**config.mk**
```make
export PLATFORM = sky130hd
export DESIGN_NAME = sorted_deadline_timer_queue_core
export DESIGN_NICKNAME = d
export VERILOG_FILES = /design/src/design/sdtq_pkg.sv /design/src/design/sdtq_datapath.sv /design/src/design/sdtq_ctrl.sv /design/src/design/sorted_deadline_timer_queue_core.sv
export SDC_FILE = /design/constraint.sdc
export NUM_CORES = 2
export LEC_CHECK = 0
export BUFFER_PORTS_ARGS = -buffer_cell sky130_fd_sc_hd__buf_2
export CAP_MARGIN = 40
export CORE_ASPECT_RATIO = 2
export CORE_MARGIN = 1.5
export CORE_UTILIZATION = 30
export CTS_CLUSTER_SIZE = 14
export DETAILED_ROUTE_END_ITERATION = 8
export SLEW_MARGIN = 10
export SYNTH_ARGS = -nofsm -noshare
export SYNTH_HDL_FRONTEND = slang
export SYNTH_SLANG_ARGS = --single-unit
```
**constraint.sdc**
```tcl
create_clock -name clk -period 15.9 [get_ports clk]
set_clock_uncertainty 0.2 [all_clocks]
set_input_delay 3.18 -clock clk [delete_from_list [all_inputs] [get_ports clk]]
set_output_delay 3.18 -clock clk [all_outputs]
set_load 0.01 [all_outputs]
```
**src/design/sdtq_pkg.sv**
```systemverilog
package sdtq_pkg;

    // fixed field widths
    localparam int TIME_W    = 32;
    localparam int DELAY_W   = 32;
    localparam int KIND_W    = 2;
    localparam int STATUS_W  = 2;
    localparam int IN_KEY_W  = 16;
    localparam int OUT_KEY_W = 16;

    // most results one tick may produce
    localparam int MAX_OUT = 16;

    // item kinds
    localparam logic [KIND_W-1:0] KIND_TICK   = 2'd0;
    localparam logic [KIND_W-1:0] KIND_ADD    = 2'd1;
    localparam logic [KIND_W-1:0] KIND_REMOVE = 2'd2;

    // result status codes
    localparam logic [STATUS_W-1:0] ST_OK       = 2'd0;
    localparam logic [STATUS_W-1:0] ST_EXPIRED  = 2'd1;
    localparam logic [STATUS_W-1:0] ST_FULL     = 2'd2;
    localparam logic [STATUS_W-1:0] ST_NOTFOUND = 2'd3;

    // controller to datapath
    typedef struct packed {
        logic                load;
        logic                add;
        logic                remove;
        logic                pop;
        logic                emit;
        logic [STATUS_W-1:0] emit_status;
        logic                emit_last;
    } sdtq_cmd_t;

    // datapath to controller
    typedef struct packed {
        logic [KIND_W-1:0] kind;
        logic              full;
        logic              found;
        logic              head_reached;
        logic              next_reached;
        logic              out_free;
    } sdtq_stat_t;

endpackage

```
**src/design/sdtq_datapath.sv**
```systemverilog
module sdtq_datapath #(
    parameter int QUEUE_DEPTH = 16,
    parameter int KEY_WIDTH   = 16
) (
    input  logic                                 clk,
    input  logic                                 rst_n,
    input  sdtq_pkg::sdtq_cmd_t                  cmd,
    output sdtq_pkg::sdtq_stat_t                 stat,
    input  logic [sdtq_pkg::KIND_W-1:0]          kind,
    input  logic [sdtq_pkg::DELAY_W-1:0]         delay_ticks,
    input  logic [sdtq_pkg::IN_KEY_W-1:0]        key,
    output logic                                 out_valid,
    input  logic                                 out_stall,
    output logic [sdtq_pkg::STATUS_W-1:0]        status,
    output logic [sdtq_pkg::OUT_KEY_W-1:0]       expired_key,
    output logic                                 last
);
    import sdtq_pkg::*;

    localparam int CW = $clog2(QUEUE_DEPTH + 1);

    // time advanced by tick items, and fill count
    logic [TIME_W-1:0]    time_reg;
    logic [CW-1:0]        count_reg;
    logic [CW-1:0]        count_next;

    // captured item
    logic [KIND_W-1:0]    kind_reg;
    logic [TIME_W-1:0]    new_dl_reg;
    logic [KEY_WIDTH-1:0] new_key_reg;

    // cell chain
    logic [TIME_W-1:0]    cell_dl_reg  [QUEUE_DEPTH];
    logic [KEY_WIDTH-1:0] cell_key_reg [QUEUE_DEPTH];
    logic [TIME_W-1:0]    prev_dl      [QUEUE_DEPTH];
    logic [KEY_WIDTH-1:0] prev_key     [QUEUE_DEPTH];
    logic [TIME_W-1:0]    up_dl        [QUEUE_DEPTH];
    logic [KEY_WIDTH-1:0] up_key       [QUEUE_DEPTH];
    logic [TIME_W-1:0]    diff         [QUEUE_DEPTH];

    logic [QUEUE_DEPTH-1:0] vld;
    logic [QUEUE_DEPTH-1:0] later;
    logic [QUEUE_DEPTH-1:0] sel_src;
    logic [QUEUE_DEPTH-1:0] sel;
    logic [QUEUE_DEPTH-1:0] match;
    logic [QUEUE_DEPTH-1:0] rsel;
    logic [QUEUE_DEPTH-1:0] take_new;
    logic [QUEUE_DEPTH-1:0] take_prev;

    // output beat register
    logic                 out_valid_reg;
    logic [STATUS_W-1:0]  status_reg;
    logic [OUT_KEY_W-1:0] expired_key_reg;
    logic                 last_reg;

    logic [KEY_WIDTH+IN_KEY_W-1:0]  key_in_ext;
    logic [KEY_WIDTH+OUT_KEY_W-1:0] head_key_ext;
    logic [TIME_W-1:0]              tdiff0;
    logic [TIME_W-1:0]              tdiff1;

    // key masked to the stored width
    assign key_in_ext   = {{KEY_WIDTH{1'b0}}, key};
    assign head_key_ext = {{OUT_KEY_W{1'b0}}, cell_key_reg[0]};

    // per-cell compares against the captured item
    always_comb
    begin
        for (int i = 0; i < QUEUE_DEPTH; i++)
        begin
            vld[i]     = CW'(i) < count_reg;
            diff[i]    = new_dl_reg - cell_dl_reg[i];
            later[i]   = vld[i] & diff[i][TIME_W-1];
            sel_src[i] = vld[i] ? later[i] : 1'b1;
            match[i]   = vld[i] && (cell_key_reg[i] == new_key_reg);
        end
        for (int i = 0; i < QUEUE_DEPTH; i++)
        begin
            sel[i]  = |(sel_src & ~({QUEUE_DEPTH{1'b1}} << (i + 1)));
            rsel[i] = |(match & ~({QUEUE_DEPTH{1'b1}} << (i + 1)));
        end
    end

    // neighbor taps of the chain
    for (genvar gi = 0; gi < QUEUE_DEPTH; gi++)
    begin : g_tap
        if (gi == 0)
        begin : g_first
            assign prev_dl[gi]   = cell_dl_reg[gi];
            assign prev_key[gi]  = cell_key_reg[gi];
            assign take_new[gi]  = sel[gi];
            assign take_prev[gi] = 1'b0;
        end
        else
        begin : g_rest
            assign prev_dl[gi]   = cell_dl_reg[gi-1];
            assign prev_key[gi]  = cell_key_reg[gi-1];
            assign take_new[gi]  = sel[gi] & ~sel[gi-1];
            assign take_prev[gi] = sel[gi] & sel[gi-1];
        end
        if (gi == QUEUE_DEPTH - 1)
        begin : g_end
            assign up_dl[gi]  = cell_dl_reg[gi];
            assign up_key[gi] = cell_key_reg[gi];
        end
        else
        begin : g_mid
            assign up_dl[gi]  = cell_dl_reg[gi+1];
            assign up_key[gi] = cell_key_reg[gi+1];
        end
    end

    // cell chain update
    always_ff @(posedge clk)
    begin
        for (int i = 0; i < QUEUE_DEPTH; i++)
        begin
            if (cmd.add)
            begin
                if (take_new[i])
                begin
                    cell_dl_reg[i]  <= new_dl_reg;
                    cell_key_reg[i] <= new_key_reg;
                end
                else if (take_prev[i])
                begin
                    cell_dl_reg[i]  <= prev_dl[i];
                    cell_key_reg[i] <= prev_key[i];
                end
            end
            else if (cmd.pop || (cmd.remove && rsel[i]))
            begin
                cell_dl_reg[i]  <= up_dl[i];
                cell_key_reg[i] <= up_key[i];
            end
        end
    end

    // fill count
    always_comb
    begin
        count_next = count_reg;
        if (cmd.add)
        begin
            count_next = count_reg + CW'(1);
        end
        else if (cmd.remove || cmd.pop)
        begin
            count_next = count_reg - CW'(1);
        end
    end

    // control state
    always_ff @(posedge clk or negedge rst_n)
    begin
        if (!rst_n)
        begin
            time_reg      <= '0;
            count_reg     <= '0;
            out_valid_reg <= 1'b0;
        end
        else
        begin
            if (cmd.load && kind == KIND_TICK)
            begin
                time_reg <= time_reg + TIME_W'(1);
            end
            count_reg <= count_next;
            if (cmd.emit)
            begin
                out_valid_reg <= 1'b1;
            end
            else if (!out_stall)
            begin
                out_valid_reg <= 1'b0;
            end
        end
    end

    // item capture and result payload
    always_ff @(posedge clk)
    begin
        if (cmd.load)
        begin
            kind_reg    <= kind;
            new_dl_reg  <= time_reg + delay_ticks;
            new_key_reg <= key_in_ext[KEY_WIDTH-1:0];
        end
        if (cmd.emit)
        begin
            status_reg      <= cmd.emit_status;
            expired_key_reg <= (cmd.emit_status == ST_EXPIRED) ?
                               head_key_ext[OUT_KEY_W-1:0] : '0;
            last_reg        <= cmd.emit_last;
        end
    end

    // head expiry checks, wrap safe
    assign tdiff0 = time_reg - cell_dl_reg[0];
    assign tdiff1 = time_reg - cell_dl_reg[1];

    assign stat.kind         = kind_reg;
    assign stat.full         = count_reg == CW'(QUEUE_DEPTH);
    assign stat.found        = |match;
    assign stat.head_reached = (count_reg != '0) && !tdiff0[TIME_W-1];
    assign stat.next_reached = (count_reg > CW'(1)) && !tdiff1[TIME_W-1];
    assign stat.out_free     = !out_valid_reg || !out_stall;

    assign out_valid   = out_valid_reg;
    assign status      = status_reg;
    assign expired_key = expired_key_reg;
    assign last        = last_reg;

endmodule

```
**src/design/sdtq_ctrl.sv**
```systemverilog
module sdtq_ctrl (
    input  logic                 clk,
    input  logic                 rst_n,
    input  logic                 in_valid,
    output logic                 in_stall,
    output sdtq_pkg::sdtq_cmd_t  cmd,
    input  sdtq_pkg::sdtq_stat_t stat
);
    import sdtq_pkg::*;

    localparam int PW = $clog2(MAX_OUT);

    typedef enum logic {
        S_IDLE,
        S_EXEC
    } state_t;

    state_t        state_reg;
    state_t        state_next;
    logic [PW-1:0] pops_reg;
    logic [PW-1:0] pops_next;
    logic          pop_last;

    assign pop_last = (pops_reg == PW'(MAX_OUT - 1)) || !stat.next_reached;

    // command decode
    always_comb
    begin
        cmd         = '0;
        state_next  = state_reg;
        pops_next   = pops_reg;
        unique case (state_reg)
            S_IDLE:
            begin
                if (in_valid)
                begin
                    cmd.load   = 1'b1;
                    pops_next  = '0;
                    state_next = S_EXEC;
                end
            end
            S_EXEC:
            begin
                if (stat.out_free)
                begin
                    cmd.emit      = 1'b1;
                    cmd.emit_last = 1'b1;
                    state_next    = S_IDLE;
                    unique case (stat.kind)
                        KIND_TICK:
                        begin
                            if (stat.head_reached)
                            begin
                                cmd.pop         = 1'b1;
                                cmd.emit_status = ST_EXPIRED;
                                cmd.emit_last   = pop_last;
                                if (!pop_last)
                                begin
                                    pops_next  = pops_reg + PW'(1);
                                    state_next = S_EXEC;
                                end
                            end
                            else
                            begin
                                cmd.emit_status = ST_OK;
                            end
                        end
                        KIND_ADD:
                        begin
                            cmd.add         = !stat.full;
                            cmd.emit_status = stat.full ? ST_FULL : ST_OK;
                        end
                        KIND_REMOVE:
                        begin
                            cmd.remove      = stat.found;
                            cmd.emit_status = stat.found ? ST_OK : ST_NOTFOUND;
                        end
                        default:
                        begin
                            cmd.emit_status = ST_OK;
                        end
                    endcase
                end
            end
            default:
            begin
                state_next = S_IDLE;
            end
        endcase
    end

    // state and pop counter
    always_ff @(posedge clk or negedge rst_n)
    begin
        if (!rst_n)
        begin
            state_reg <= S_IDLE;
            pops_reg  <= '0;
        end
        else
        begin
            state_reg <= state_next;
            pops_reg  <= pops_next;
        end
    end

    assign in_stall = (state_reg != S_IDLE);

`ifndef SYNTHESIS
    a_emit_room: assert property (@(posedge clk) disable iff (!rst_n)
        cmd.emit |-> stat.out_free)
        else $error("result beat issued while output register occupied");

    a_one_op: assert property (@(posedge clk) disable iff (!rst_n)
        $onehot0({cmd.add, cmd.remove, cmd.pop}))
        else $error("more than one queue operation in a cycle");

    a_pop_due: assert property (@(posedge clk) disable iff (!rst_n)
        cmd.pop |-> stat.head_reached)
        else $error("pop of an entry that has not expired");

    a_remove_hit: assert property (@(posedge clk) disable iff (!rst_n)
        cmd.remove |-> stat.found)
        else $error("remove without a matching entry");

    a_load_exec: assert property (@(posedge clk) disable iff (!rst_n)
        cmd.load |=> (state_reg == S_EXEC) && (pops_reg == '0))
        else $error("accepted item did not start execution");
`endif

endmodule

```
**src/design/sorted_deadline_timer_queue_core.sv**
```systemverilog
// Sorted deadline timer queue. Holds up to QUEUE_DEPTH timers in a chain of
// cells kept in deadline order (ties in arrival order); deadlines are 32-bit
// tick counts compared wrap safe. A tick item advances time by one and pops
// every expired front entry, one expired-key beat each (at most 16 per tick,
// last flag on the final one), or gives one ok beat if nothing expired. An
// add inserts current time plus delay (status full if the queue is full); a
// remove drops the first matching key (status not found if none). Each item
// is captured, then executed: the chain shifts and the result beat is loaded
// into the output register once it is free or draining. A tick pops one
// expired entry per cycle from the head while the output is not stalled.
// The next item is accepted only after the last beat of the current one has
// been loaded into the output register.
module sorted_deadline_timer_queue_core #(
    parameter int QUEUE_DEPTH = 16,
    parameter int KEY_WIDTH   = 16
) (
    input  logic                            clk,
    input  logic                            rst_n,
    input  logic                            in_valid,
    output logic                            in_stall,
    input  logic [sdtq_pkg::KIND_W-1:0]     kind,
    input  logic [sdtq_pkg::DELAY_W-1:0]    delay_ticks,
    input  logic [sdtq_pkg::IN_KEY_W-1:0]   key,
    output logic                            out_valid,
    input  logic                            out_stall,
    output logic [sdtq_pkg::STATUS_W-1:0]   status,
    output logic [sdtq_pkg::OUT_KEY_W-1:0]  expired_key,
    output logic                            last
);
    import sdtq_pkg::*;

    sdtq_cmd_t  cmd;
    sdtq_stat_t stat;

    // sequencing
    sdtq_ctrl u_ctrl (
        .clk      (clk),
        .rst_n    (rst_n),
        .in_valid (in_valid),
        .in_stall (in_stall),
        .cmd      (cmd),
        .stat     (stat)
    );

    // cell chain, time and output register
    sdtq_datapath #(
        .QUEUE_DEPTH (QUEUE_DEPTH),
        .KEY_WIDTH   (KEY_WIDTH)
    ) u_datapath (
        .clk         (clk),
        .rst_n       (rst_n),
        .cmd         (cmd),
        .stat        (stat),
        .kind        (kind),
        .delay_ticks (delay_ticks),
        .key         (key),
        .out_valid   (out_valid),
        .out_stall   (out_stall),
        .status      (status),
        .expired_key (expired_key),
        .last        (last)
    );

endmodule
```
==> run_results.csv <==
group,metric,value,unit
die,die_h,656.8,um
global_routing,initial_antenna_violation_count,3,
synthesis,synth.largest_area_cell,"edfxtp_1",
clock_tree,clock_latency,0.70,ns
global_routing,grtUsageTotal,21.07,%
power,net-switching-power,3.810,mW
power,power.combinational.fraction,39.7,%
worst_setup_path,worstPathRequired,16.02,ns
global_routing,grt.overflow.total,0,
placement,dp_cells,9047,
drt,drtPass1Iterations,6,
synthesis,synth_sequential_area_ratio,40.87,%
global_routing,wire_length_of_the_first_global_routing_pass,345700,um
synthesis,synthTopCellsByArea,"edfxtp_1 (39%), ha_1 (11%), a21oi_1 (3.7%)",
worst_setup_path,critPathArrivalTime,7.82,ns
global_routing,grt_pass1_vias,55630,
clock_tree,cts_hold_buffers,0,
final_layout,final-instance-count-excl-fill,9208,
sta,worst_slew_margin_relative_to_its_limit,30.20,%
synthesis,leading_cell_type_by_number_of_instances_after_synthesis,"edfxtp_1",
final_layout,area_delta_synth_final,9.996,%
clock_tree,post_cts.repair.setup_buffers,0,
synthesis,synth_area,64120,um^2
clock_tree,total_clock_sinks,880,
synthesis,synth_flop_cell,"edfxtp_1",
clock_tree,path_clk_slew,0.07,ns
clock_tree,cts.repair.resized,0,
clock_tree,htree_levels,3,
outcome,run_status,"finished, final reports clean",
sta,final_cycle_utilization_of_the_critical_path,48.41,%
power,power.density,135.7,nW/um^2
drt,remaining_drc_errors,0,
sta,setup-violations-final,0,
power,sequentialPowerShare,38.4,%
clock_tree,clk_path_buf_depth,3,
placement,postPlaceCellArea,67750,um^2
drt,drt-initial-drc-count,3813,
final_layout,nNetsFinal,7002,
final_layout,multi_input_area,34220,um^2
die,design.portCount,75,
synthesis,synth_cell_types,88,
power,power_switching_share,39.80,%
power,ir_worst_vdd,78.28,uV
placement,dp_hpwl,174700,um
worst_setup_path,path_class,"in -> reg",
synthesis,postSynth.asyncResetShare,4.886,%
sta,final_critical_path_setup_slack,8.203,ns
sta,worstMarginPinSlew,1.037,ns
die,rows,239,
drt,routed-via-count,53760,
sta,rsz0062_at_grt,"no",
final_layout,seq_cell_area,26210,um^2
drt,route.antenna.remaining_nets,0,
worst_setup_path,cp-end-kind,"register",
die,initial_core_util,30.24,%
drt,drt_wl_total,233400,um
die,dieArea,216700,um^2
die,core-area,212000,um^2
synthesis,yosysTopAreaCellShare,39.20,%
final_layout,fraction_of_layout_cells_with_a_size_suffix_above_1,11.45,%
worst_setup_path,crit_path_start_kind,"input pin",
power,power.clock.fraction,21.9,%
drt,avgViaCountPerCell,5.838,
power,internal_power,5.763,mW
final_layout,num-fill-cells,21440,
synthesis,syn-mean-instance-area,9.808,um^2
placement,placement.io_buffers,74,
sta,tns,0,ns
hold_path,timing.hold.worst.class,"reg -> reg",
global_routing,grt_start_max_net_pins,149,
placement,post-place-ws,7.597,ns
placement,routabilityCongestion,0.8985,
drt,wl_per_cell,25.34,um
sta,finalWorstPathRequiredPeriod,7.697,ns
sta,fin_hold_ws,0.3249,ns
flow_run,number_of_max_cap_violations,0,
sta,timing.fmax,129.9,MHz
synthesis,synth-warning-count,0,
die,fp.dieW,329.9,um
clock_tree,clock_tree.root_cell,"clkbuf_16",
worst_setup_path,critical_path_peak_fanout,87,
power,leakagePower,28.15,nW
final_layout,flip_flop_count_of_the_largest_register_all_copies_and_words_added,512,
final_layout,final_area,70530,um^2
synthesis,synth.net_count,7170,
sta,timing.final.hold_violations,0,
clock_tree,cts-buffers-inserted,82,
synthesis,syn-instance-count,6538,
synthesis,synth_seq_cells,880,
sta,max_slew_violation_count,0,
synthesis,ys_top_cells_by_count,"edfxtp_1 (837), ha_1 (577), inv_1 (549)",
clock_tree,tritoncts,"done",
synthesis,synth_enable_flop_cells,837,
-- power groups by stage --
stage          Clock (mW)  Sequential, mW  Combinational [mW]
2_1_floorplan           0            3.55                2.52
3_3_place_gp            0            3.72                3.54
6_report             2.10            3.68                3.80
4_1_cts              2.12            3.67                3.73
5_1_grt              2.19            3.69                4.15
3_5_place_dp            0            3.71                3.71
-- metrics by stage --
step / util (%) / power (mW)
after floorplan: - / 6.069
after global placement: 31.74 / 7.252
after detailed placement: 31.95 / 7.422
after CTS: 33.19 / 9.514
after global routing: 33.27 / 10.03
final: 33.27 / 9.572
-- critical path: stages --
cell and delay, ns:
buf_2 0.10, nand2_1 0.09, nand2_1 0.24, inv_1 0.66, and2_1 0.26, nand2_1 0.10
mux2i_4 0.29, buf_4 0.37, buf_4 0.40, o21bai_4 0.25, buf_4 0.62, o21ba_4 0.33
buf_16 0.24, o21ai_4 0.08, buf_4 0.54
-- cells in the final DEF, fill, tap and decap left out, types with 21 or more instances in the layout --
cell type  Yosys  layout
dfrtp_1       43      43
buf_4          9     129
nor4_1        47      47
nor3_1        62      61
clkbuf_16      0      88
o21ai_0      316     307
o211ai_1      73      73
ha_1         577     577
a221o_1       52      52
and3_1        27      26
buf_2        118      75
a21oi_1      473     468
nand2_1      448     443
inv_1        549     548
and2_1        54      54
nor2_1       458     453
a31oi_1       55      54
nand2b_1      26      24
o221ai_1     219     219
nand3b_1      88      88
a221oi_1      27      27
o22ai_1       57      57
a21o_1        71      71
a211oi_1      30      29
edfxtp_1     837     837
xor2_1       149     149
mux2i_1      213     212
xnor2_1      192     192
nand4_1      112     112
mux2_2       116     116
nand3_1      244     243
o21a_1        35      34
clkbuf_1     331      21
o221a_2      204     204
-- kinds of logic (layout without fill, tap and decap cells) --
kind of cell,after synthesis,after routing,synth area share (%)
mux,330,330,5.380
other cells,0,3,0
buf+inv,1032,928,6.324
fa+ha+maj,578,578,11.29
compound gates,1727,1727,19.08
simple gates,1649,1649,12.37
flops,880,880,40.87
xor+xnor,342,342,4.683
-- routing by layer --
metal / share of wire, % / vias to the layer above / GRT usage (%) / wire (um)
met5: 0 / - / 0 / 0
met1: 30 / 26370 / 18.10 / 69800
met4: 11 / 0 / 20.27 / 26720
met2: 55 / 2155 / 40.88 / 128100
met3: 3.7 / 1083 / 2.278 / 8704
li1: - / 24160 / - / -
-- final timing paths --
check                                           from  slack (ns)  cells past startpoint                        endpoint
setup / recovery                           out_stall        8.20                     15   u_datapath.cell_dl_reg[4][21]
hold / removal                  u_datapath.out_valid        0.32                      2            u_datapath.out_valid
setup reg to reg           u_datapath.new_key_reg[9]        8.72                     15  u_datapath.cell_dl_reg[12][28]
hold reg to reg                 u_datapath.out_valid        0.32                      2            u_datapath.out_valid
max in group asynchronous                      rst_n       12.62                      2            u_datapath.out_valid
min in group asynchronous                      rst_n        2.42                      2         u_datapath.time_reg[18]
-- layout make-up --
type,instances,area share (%)
diodes,3,0.01064
clock buffers,112,3.292
clock inverters,36,0.4293
inverters,550,2.927
multi-input cells,4626,48.52
flip-flops and latches,880,37.16
well taps,2771,4.916
repair buffers,230,2.750
(Power assumes the default switching activity.)
